## config.mk

```make
export PLATFORM = sky130hd
export DESIGN_NAME = range_offset_translator
export DESIGN_NICKNAME = d
export VERILOG_FILES = /design/src/sv/rot_pkg.sv /design/src/sv/rot_ram.sv /design/src/sv/rot_ctrl.sv /design/src/sv/range_offset_translator.sv
export SDC_FILE = /design/constraint.sdc
export NUM_CORES = 2
export LEC_CHECK = 0
export BUFFER_PORTS_ARGS = -buffer_cell sky130_fd_sc_hd__buf_2
export CORE_MARGIN = 2
export CORE_UTILIZATION = 40
export DETAILED_ROUTE_END_ITERATION = 7
export PLACE_DENSITY = 0.58
export SLEW_MARGIN = 40
export SYNTH_ARGS = -nofsm -noshare
export SYNTH_HDL_FRONTEND = slang
export SYNTH_SLANG_ARGS = --single-unit
```

## constraint.sdc

```tcl
create_clock -name clk -period 15.7 [get_ports clk]
set_input_delay 1.57 -clock clk [delete_from_list [all_inputs] [get_ports clk]]
set_output_delay 1.57 -clock clk [all_outputs]
set_load 0.05 [all_outputs]
```

## src/sv/rot_pkg.sv

```systemverilog
// Package for the range offset translator.
// Holds item and result types, the table entry width, operation and status codes,
// and the sequencer state type. No dependencies.
`default_nettype none

package rot_pkg;

  localparam int OFFSET_W = 32;
  localparam int ENTRY_W  = 2 * OFFSET_W;   // {start, partner}

  typedef logic [1:0] op_t;
  localparam op_t OP_MAP     = 2'd0;
  localparam op_t OP_F2V     = 2'd1;
  localparam op_t OP_V2F     = 2'd2;

  typedef logic [1:0] status_t;
  localparam status_t ST_OK         = 2'd0;
  localparam status_t ST_NO_RANGE   = 2'd1;
  localparam status_t ST_NO_PARTNER = 2'd2;
  localparam status_t ST_FULL       = 2'd3;

  typedef struct packed {
    op_t                 op;
    logic [OFFSET_W-1:0] voff;
    logic [OFFSET_W-1:0] foff;
  } item_t;

  typedef struct packed {
    status_t             status;
    logic [OFFSET_W-1:0] offset;
  } result_t;

  typedef enum logic [2:0] {
    S_IDLE,
    S_SRC,
    S_DST,
    S_WRITE,
    S_RESP
  } state_t;

endpackage

`default_nettype wire

```

## src/sv/rot_ram.sv

```systemverilog
// Generic single-port-write, single-port-read RAM with registered read.
// No dependencies.
`default_nettype none

module rot_ram #(
  parameter int WIDTH = 64,
  parameter int DEPTH = 16,
  localparam int AW   = (DEPTH > 1) ? $clog2(DEPTH) : 1
) (
  input  wire logic             clk,
  input  wire logic             we,
  input  wire logic [AW-1:0]    waddr,
  input  wire logic [WIDTH-1:0] wdata,
  input  wire logic [AW-1:0]    raddr,
  output logic      [WIDTH-1:0] rdata
);

  logic [WIDTH-1:0] mem [DEPTH];

  always_ff @(posedge clk) begin
    if (we) begin
      mem[waddr] <= wdata;
    end
    rdata <= mem[raddr];
  end

endmodule

`default_nettype wire

```

## src/sv/rot_ctrl.sv

```systemverilog
// Sequencer and scan datapath for the range offset translator.
// Scans both table RAMs entry by entry, keeps valid bits, writes map items.
// Depends on rot_pkg.
`default_nettype none

module rot_ctrl #(
  parameter int MAX_RANGES = 16,
  localparam int IW        = (MAX_RANGES > 1) ? $clog2(MAX_RANGES) : 1
) (
  input  wire logic                    clk,
  input  wire logic                    rst,
  input  wire logic                    in_valid,
  output logic                         in_ready,
  input  wire rot_pkg::item_t          in_item,
  output logic [IW-1:0]                raddr,
  input  wire logic [rot_pkg::ENTRY_W-1:0] v_rdata,
  input  wire logic [rot_pkg::ENTRY_W-1:0] f_rdata,
  output logic                         v_we,
  output logic [IW-1:0]                v_waddr,
  output logic [rot_pkg::ENTRY_W-1:0]  v_wdata,
  output logic                         f_we,
  output logic [IW-1:0]                f_waddr,
  output logic [rot_pkg::ENTRY_W-1:0]  f_wdata,
  input  wire logic                    out_busy,
  output logic                         res_push,
  output rot_pkg::result_t             res
);

  import rot_pkg::*;

  localparam logic [IW-1:0] LAST = IW'(MAX_RANGES - 1);

  state_t state, state_next;
  item_t  item;

  logic          [IW-1:0] cnt;
  logic                   iss_done;
  logic                   rd_vld;
  logic          [IW-1:0] rd_idx;
  logic [MAX_RANGES-1:0]  virt_valid;
  logic [MAX_RANGES-1:0]  file_valid;

  logic                   v_hit, f_hit, v_free, f_free;
  logic          [IW-1:0] v_slot, f_slot, v_free_slot, f_free_slot;
  logic                   best_found;
  logic    [OFFSET_W-1:0] best_start, best_part, delta;
  logic                   dst_found;
  result_t                res_q;

  logic                   v_ok, f_ok, src_ok, dst_ok;
  logic    [OFFSET_W-1:0] v_start, v_part, f_start, f_part;
  logic    [OFFSET_W-1:0] src_start, src_part, dst_start, query;
  logic                   is_map, is_f2v, scan_last, best_upd, found_any, dst_hit, full;

  // Decode the entry returned by the RAMs this cycle.
  always_comb begin
    v_ok      = rd_vld && virt_valid[rd_idx];
    f_ok      = rd_vld && file_valid[rd_idx];
    v_start   = v_rdata[ENTRY_W-1:OFFSET_W];
    v_part    = v_rdata[OFFSET_W-1:0];
    f_start   = f_rdata[ENTRY_W-1:OFFSET_W];
    f_part    = f_rdata[OFFSET_W-1:0];
    is_map    = (item.op == OP_MAP);
    is_f2v    = (item.op == OP_F2V);
    query     = is_f2v ? item.foff : item.voff;
    src_ok    = is_f2v ? f_ok : v_ok;
    src_start = is_f2v ? f_start : v_start;
    src_part  = is_f2v ? f_part : v_part;
    dst_ok    = is_f2v ? v_ok : f_ok;
    dst_start = is_f2v ? v_start : f_start;
    scan_last = rd_vld && (rd_idx == LAST);
    best_upd  = src_ok && (src_start <= query) && (!best_found || (src_start > best_start));
    found_any = best_found || best_upd;
    dst_hit   = dst_ok && (dst_start == best_part);
    full      = !(v_hit || v_free) || !(f_hit || f_free);
  end

  // Next state.
  always_comb begin
    state_next = state;
    unique case (state)
      S_IDLE: begin
        if (in_valid) begin
          if (in_item.op == OP_MAP || in_item.op == OP_F2V || in_item.op == OP_V2F) begin
            state_next = S_SRC;
          end else begin
            state_next = S_RESP;
          end
        end
      end
      S_SRC: begin
        if (scan_last) begin
          priority if (is_map) state_next = S_WRITE;
          else if (found_any) state_next = S_DST;
          else state_next = S_RESP;
        end
      end
      S_DST: begin
        if (scan_last) state_next = S_RESP;
      end
      S_WRITE: state_next = S_RESP;
      S_RESP: begin
        if (!out_busy) state_next = S_IDLE;
      end
      default: state_next = S_IDLE;
    endcase
  end

  // Outputs.
  always_comb begin
    in_ready = (state == S_IDLE);
    res_push = (state == S_RESP) && !out_busy;
    res      = res_q;
    raddr    = cnt;
    v_we     = (state == S_WRITE) && !full;
    f_we     = (state == S_WRITE) && !full;
    v_waddr  = v_hit ? v_slot : v_free_slot;
    f_waddr  = f_hit ? f_slot : f_free_slot;
    v_wdata  = {item.voff, item.foff};
    f_wdata  = {item.foff, item.voff};
  end

  always_ff @(posedge clk) begin
    if (rst) begin
      state      <= S_IDLE;
      virt_valid <= '0;
      file_valid <= '0;
      rd_vld     <= 1'b0;
      iss_done   <= 1'b0;
      cnt        <= '0;
    end else begin
      state <= state_next;

      // Address issue: one entry per cycle, restart on entering a scan.
      if ((state == S_IDLE && in_valid) || (state == S_SRC && scan_last)) begin
        cnt      <= '0;
        iss_done <= 1'b0;
        rd_vld   <= 1'b0;
      end else if ((state == S_SRC || state == S_DST) && !iss_done) begin
        rd_vld   <= 1'b1;
        rd_idx   <= cnt;
        cnt      <= cnt + IW'(1);
        iss_done <= (cnt == LAST);
      end else begin
        rd_vld <= 1'b0;
      end

      if (v_we) virt_valid[v_waddr] <= 1'b1;
      if (f_we) file_valid[f_waddr] <= 1'b1;
    end

    // Scan trackers and result; cleared on accept.
    if (state == S_IDLE && in_valid) begin
      item       <= in_item;
      v_hit      <= 1'b0;
      f_hit      <= 1'b0;
      v_free     <= 1'b0;
      f_free     <= 1'b0;
      best_found <= 1'b0;
      dst_found  <= 1'b0;
      res_q      <= '{status: ST_OK, offset: '0};
    end
    if (state == S_SRC && is_map) begin
      if (!v_hit && v_ok && v_start == item.voff) begin
        v_hit  <= 1'b1;
        v_slot <= rd_idx;
      end
      if (!v_free && rd_vld && !v_ok) begin
        v_free      <= 1'b1;
        v_free_slot <= rd_idx;
      end
      if (!f_hit && f_ok && f_start == item.foff) begin
        f_hit  <= 1'b1;
        f_slot <= rd_idx;
      end
      if (!f_free && rd_vld && !f_ok) begin
        f_free      <= 1'b1;
        f_free_slot <= rd_idx;
      end
    end
    if (state == S_SRC && !is_map) begin
      if (best_upd) begin
        best_found <= 1'b1;
        best_start <= src_start;
        best_part  <= src_part;
      end
      if (scan_last) begin
        delta <= query - (best_upd ? src_start : best_start);
        if (!found_any) res_q.status <= ST_NO_RANGE;
      end
    end
    if (state == S_DST) begin
      if (dst_hit) dst_found <= 1'b1;
      if (scan_last) begin
        if (dst_found || dst_hit) begin
          res_q <= '{status: ST_OK, offset: best_part + delta};
        end else begin
          res_q.status <= ST_NO_PARTNER;
        end
      end
    end
    if (state == S_WRITE && full) begin
      res_q.status <= ST_FULL;
    end
  end

  a_one_item: assert property (@(posedge clk) disable iff (rst)
    in_valid && in_ready |=> !in_ready)
    else $error("second item taken while one is in flight");

  a_no_overwrite: assert property (@(posedge clk) disable iff (rst)
    res_push |-> !out_busy)
    else $error("result pushed over a held result");

  a_pair_write: assert property (@(posedge clk) disable iff (rst)
    v_we || f_we |-> v_we && f_we)
    else $error("only one table of a pair written");

  a_err_zero: assert property (@(posedge clk) disable iff (rst)
    res_push && res.status != ST_OK |-> res.offset == '0)
    else $error("error result carries a nonzero offset");

  a_scan_state: assert property (@(posedge clk) disable iff (rst)
    rd_vld |-> state == S_SRC || state == S_DST)
    else $error("read data returned outside a scan");

endmodule

`default_nettype wire

```

## src/sv/range_offset_translator.sv

```systemverilog
// Top level of the range offset translator: two table RAMs, the scan
// sequencer and the result register. Depends on rot_pkg, rot_ram, rot_ctrl.
`default_nettype none

// Translates offsets between a virtual space and a file space through two
// paired tables of MAX_RANGES entries. A map item (operation 0) inserts or
// overwrites a pair {virtual start, file start}; status 3 means a new key
// found no free slot and nothing changed. A translate item (1 file to
// virtual, 2 virtual to file) picks the valid entry with the greatest start
// not above the query, looks up its partner in the other table, and returns
// partner + (query - start) modulo 2^32; status 1 means no entry lies at or
// below the query, status 2 means the partner is not in the other table.
// Operation 3 answers ok with zero. Every item yields exactly one result.
// Starts and partners live in one RAM per table with a registered read;
// valid bits are flip-flops cleared by reset. One item is worked at a
// time, and each scan walks the RAM one entry per cycle. A map item runs
// one scan and then a write state, a translate item two scans (the second
// is skipped when no range is found), and operation 3 goes straight to the
// response state. A stalled receiver holds the sequencer in its response
// state. The next item is accepted while the previous result waits in the
// output register.
module range_offset_translator #(
  parameter int MAX_RANGES = 16
) (
  input  wire logic        clk,
  input  wire logic        rst,
  input  wire logic        in_valid,
  output logic             in_ready,
  input  wire logic [1:0]  operation,
  input  wire logic [31:0] virtual_offset,
  input  wire logic [31:0] file_offset,
  output logic             out_valid,
  input  wire logic        out_ready,
  output logic [1:0]       status,
  output logic [31:0]      translated_offset
);

  import rot_pkg::*;

  localparam int IW = (MAX_RANGES > 1) ? $clog2(MAX_RANGES) : 1;

  item_t             in_item;
  logic [IW-1:0]     raddr;
  logic [ENTRY_W-1:0] v_rdata, f_rdata, v_wdata, f_wdata;
  logic              v_we, f_we;
  logic [IW-1:0]     v_waddr, f_waddr;
  logic              res_push;
  result_t           res;

  assign in_item = '{op: operation, voff: virtual_offset, foff: file_offset};

  // Virtual table: entry is {virtual start, file start}.
  rot_ram #(.WIDTH(ENTRY_W), .DEPTH(MAX_RANGES)) u_virt_ram (
    .clk   (clk),
    .we    (v_we),
    .waddr (v_waddr),
    .wdata (v_wdata),
    .raddr (raddr),
    .rdata (v_rdata)
  );

  // File table: entry is {file start, virtual start}.
  rot_ram #(.WIDTH(ENTRY_W), .DEPTH(MAX_RANGES)) u_file_ram (
    .clk   (clk),
    .we    (f_we),
    .waddr (f_waddr),
    .wdata (f_wdata),
    .raddr (raddr),
    .rdata (f_rdata)
  );

  rot_ctrl #(.MAX_RANGES(MAX_RANGES)) u_ctrl (
    .clk      (clk),
    .rst      (rst),
    .in_valid (in_valid),
    .in_ready (in_ready),
    .in_item  (in_item),
    .raddr    (raddr),
    .v_rdata  (v_rdata),
    .f_rdata  (f_rdata),
    .v_we     (v_we),
    .v_waddr  (v_waddr),
    .v_wdata  (v_wdata),
    .f_we     (f_we),
    .f_waddr  (f_waddr),
    .f_wdata  (f_wdata),
    .out_busy (out_valid && !out_ready),
    .res_push (res_push),
    .res      (res)
  );

  // Output register: load on push, drop once the item is taken.
  always_ff @(posedge clk) begin
    if (rst) begin
      out_valid <= 1'b0;
    end else if (res_push) begin
      out_valid <= 1'b1;
    end else if (out_ready) begin
      out_valid <= 1'b0;
    end
    if (res_push) begin
      status            <= res.status;
      translated_offset <= res.offset;
    end
  end

endmodule

`default_nettype wire

```

==> flow_metrics.tcl <==
set metrics [dict create \
    end_kind "register" \
    finalNonFillerCells 8606 \
    area_growth_pct 15.2 \
    clock_path_buffers 4 \
    drv_slew 0 \
    cts_hold_buf 0 \
    syn_area_um2 96900 \
    first_global_vias 48998 \
    fmaxAchievable_mhz 117 \
    viasPerCell 5.69 \
    initial_core_util 0.403 \
    cts_resized 0 \
    antenna_found_initial 8 \
    grtUsageTotal 0.215 \
    cpMaxStageDelayCell "nor3_2" \
    setup_violations 0 \
    seq_area_frac_synth 0.745 \
    rsz0062_at_grt "no" \
    synthCells 4840 \
    relSlewSlack 0.407 \
    cts_root_buf "clkbuf_16" \
    cts_buffers 282 \
    power_switching_share 0.212 \
    clock_latency_ns 0.94 \
    hpwl_mm 158 \
    core_area_um2 241000 \
    tns_ns 0 \
    crit_fanout 49 \
    avgSynthCellArea_um2 20.0 \
    synth_cell_types 79 \
    path_buf_inv 5 \
    wl_mm 266 \
    clockPowerShare 0.442 \
    cts.clk_slew.worst_paths_ns 0.06 \
    die_w_um 496 \
    synth_edf_count 2264 \
    max-cap-violations 0 \
    final_antenna_net_count 0 \
    cpPeakStageDelay_ns 0.72 \
    criticalPathCategory "reg2reg" \
    grt_max_degree 110 \
    dr_total_vias 48959 \
    drt_iter0_markers 5689 \
    drive_above_1_share 0.260 \
    synth_warnings 0 \
    rows 180 \
    power_density_nw_per_um2 128 \
    drc_errors 0 \
    die_area_um2 246000 \
    synth-main-ff-cell "edfxtp_1" \
    ir_drop_mv 0.0991 \
    synthArstFlopShare 0 \
    worst_pin_slew_ns 0.890 \
    syn-num-nets 5035 \
    worstPathRequired_ns 16.34 \
    clock-sinks 2474 \
    overflow 0 \
    p_comb_frac 0.049 \
    place_congestion 0.918 \
    drt_pass1_iterations 5 \
    p_seq_frac 0.508 \
    worstHoldPathType "reg2reg" \
    cp-start-kind "register" \
    pin_count 106 \
    p_int_w 0.0113 \
    holdWs_ns 0.434 \
    worst_path_dominant_cell_family "simple AND/OR/NAND/NOR gates" \
    die_y_um 496 \
    p_sw_w 0.00304 \
    synth_seq_cells 2474 \
    io_buffers 105 \
    nets 5408 \
    clock_skew_ns 0.0810 \
    post_cts_buffers 0 \
    cts.htree.levels 5 \
    timing.final.crit_period_ns 8.51 \
    place_inst 8113 \
    fin_crit_sh 0.542 \
    grt_pass1_wl_mm 373 \
    cts_tree "built" \
    wire_per_inst_um 30.9 \
    status "finished, final reports clean" \
    p_leak_nw 35.9 \
    crit_arrival_ns 9.16 \
    finalHoldViolations 0 \
]
[cells in the mapped netlist, types with 10 or more instances]
cell type / count / area share
nor3_1: 23 / 0.0012
dfxtp_1: 210 / 0.043
o21bai_1: 12 / 0.00093
nand3_1: 62 / 0.0032
mux4_2: 646 / 0.15
nand4_1: 32 / 0.0021
buf_1: 61 / 0.0024
ha_1: 123 / 0.016
a21oi_1: 84 / 0.0043
o21ai_0: 107 / 0.0055
nor2b_1: 10 / 0.00065
nand2b_1: 15 / 0.00097
xnor2_1: 104 / 0.0094
inv_1: 130 / 0.0050
nor4_1: 17 / 0.0011
nor2_1: 140 / 0.0054
xor2_1: 54 / 0.0049
and3_1: 11 / 0.00071
edfxtp_1: 2264 / 0.70
nand2_1: 354 / 0.014
clkbuf_1: 140 / 0.0054
mux2i_1: 53 / 0.0055
a21o_1: 46 / 0.0036
[final cells by class]
type	count	area, um^2
clock buffer	401	8000
timing repair buffer	296	2330
antenna	3	7.51
tap	3185	3990
clock inverter	88	861
sequential	2474	72200
fill	20039	129000
multi-input combinational	2029	23800
inverter	130	493
[metrics by stage]
step / power (W) / utilization / instance area (um^2) / worst slack [ns]
floorplan: 0.00788 / - / 96900 / 8.59
finish: 0.0143 / 0.464 / 112000 / 7.19
global route: 0.0148 / 0.464 / 112000 / 6.63
detailed placement: 0.00815 / 0.427 / 103000 / 7.40
global placement: 0.00814 / 0.425 / 102000 / 7.48
CTS: 0.0145 / 0.464 / 112000 / 7.35
[cells by family after synthesis]
family / share of synthesized area
flops: 0.745
mux: 0.156
simple gates: 0.0323
compound gates: 0.0226
buf+inv: 0.0133
xor+xnor: 0.0145
fa+ha+maj: 0.0163
[power groups by stage]
stage	sequential, W	clock (W)	combinational [W]
final	0.00729	0.00634	0.000710
after global routing	0.00729	0.00672	0.000767
after CTS	0.00730	0.00647	0.000714
after detailed placement	0.00743	0	0.000712
after global placement	0.00744	0	0.000701
after floorplan	0.00747	0	0.000413
[sequential cells by signal, summed over array words and instances (netlist names), 16 cells and up]
register           flops
translated_offset     32
u_ctrl.best_part      32
u_ctrl.best_start     32
u_ctrl.delta          32
u_ctrl.f_wdata        64
u_ctrl.file_valid     16
u_ctrl.res            34
u_ctrl.virt_valid     16
u_file_ram.mem      1024
u_file_ram.rdata      64
u_virt_ram.mem      1024
u_virt_ram.rdata      64
[final timing paths]
path | cells past startpoint | slack [ns] | startpoint | to
setup / recovery | 29 | 7.19 | u_ctrl.item[65]$_DFFE_PP_ | u_ctrl.delta[27]$_DFFE_PP_
hold / removal | 0 | 0.43 | u_ctrl.res[30]$_DFF_P_ | translated_offset[30]$_DFFE_PP_
setup reg to reg | 29 | 7.19 | u_ctrl.item[65]$_DFFE_PP_ | u_ctrl.delta[27]$_DFFE_PP_
hold reg to reg | 0 | 0.43 | u_ctrl.res[30]$_DFF_P_ | translated_offset[30]$_DFFE_PP_
[routing by layer]
| metal | track usage | part of all wire |
|---|---|---|
| met5 | 0 | 0 |
| met4 | 0.0671 | 0.031 |
| met3 | 0.0319 | 0.063 |
| met2 | 0.341 | 0.48 |
| met1 | 0.308 | 0.43 |
[layout by cell type, fill, tap and decap left out, types with 14 or more instances in the layout]
cell,n
a21o_1,46
a21oi_1,82
buf_2,108
buf_4,131
buf_6,39
bufinv_16,15
clkbuf_1,80
clkbuf_16,291
clkbuf_8,30
clkinv_1,23
clkinv_2,32
dfxtp_1,206
edfxtp_1,2264
ha_1,123
inv_1,129
mux2i_1,53
mux4_2,646
nand2_1,353
nand2b_1,14
nand3_1,62
nand4_1,32
nor2_1,108
nor2_4,32
nor3_1,21
o21ai_0,107
xnor2_1,103
xor2_1,54
Note: power is estimated with default switching activity, not from simulation.
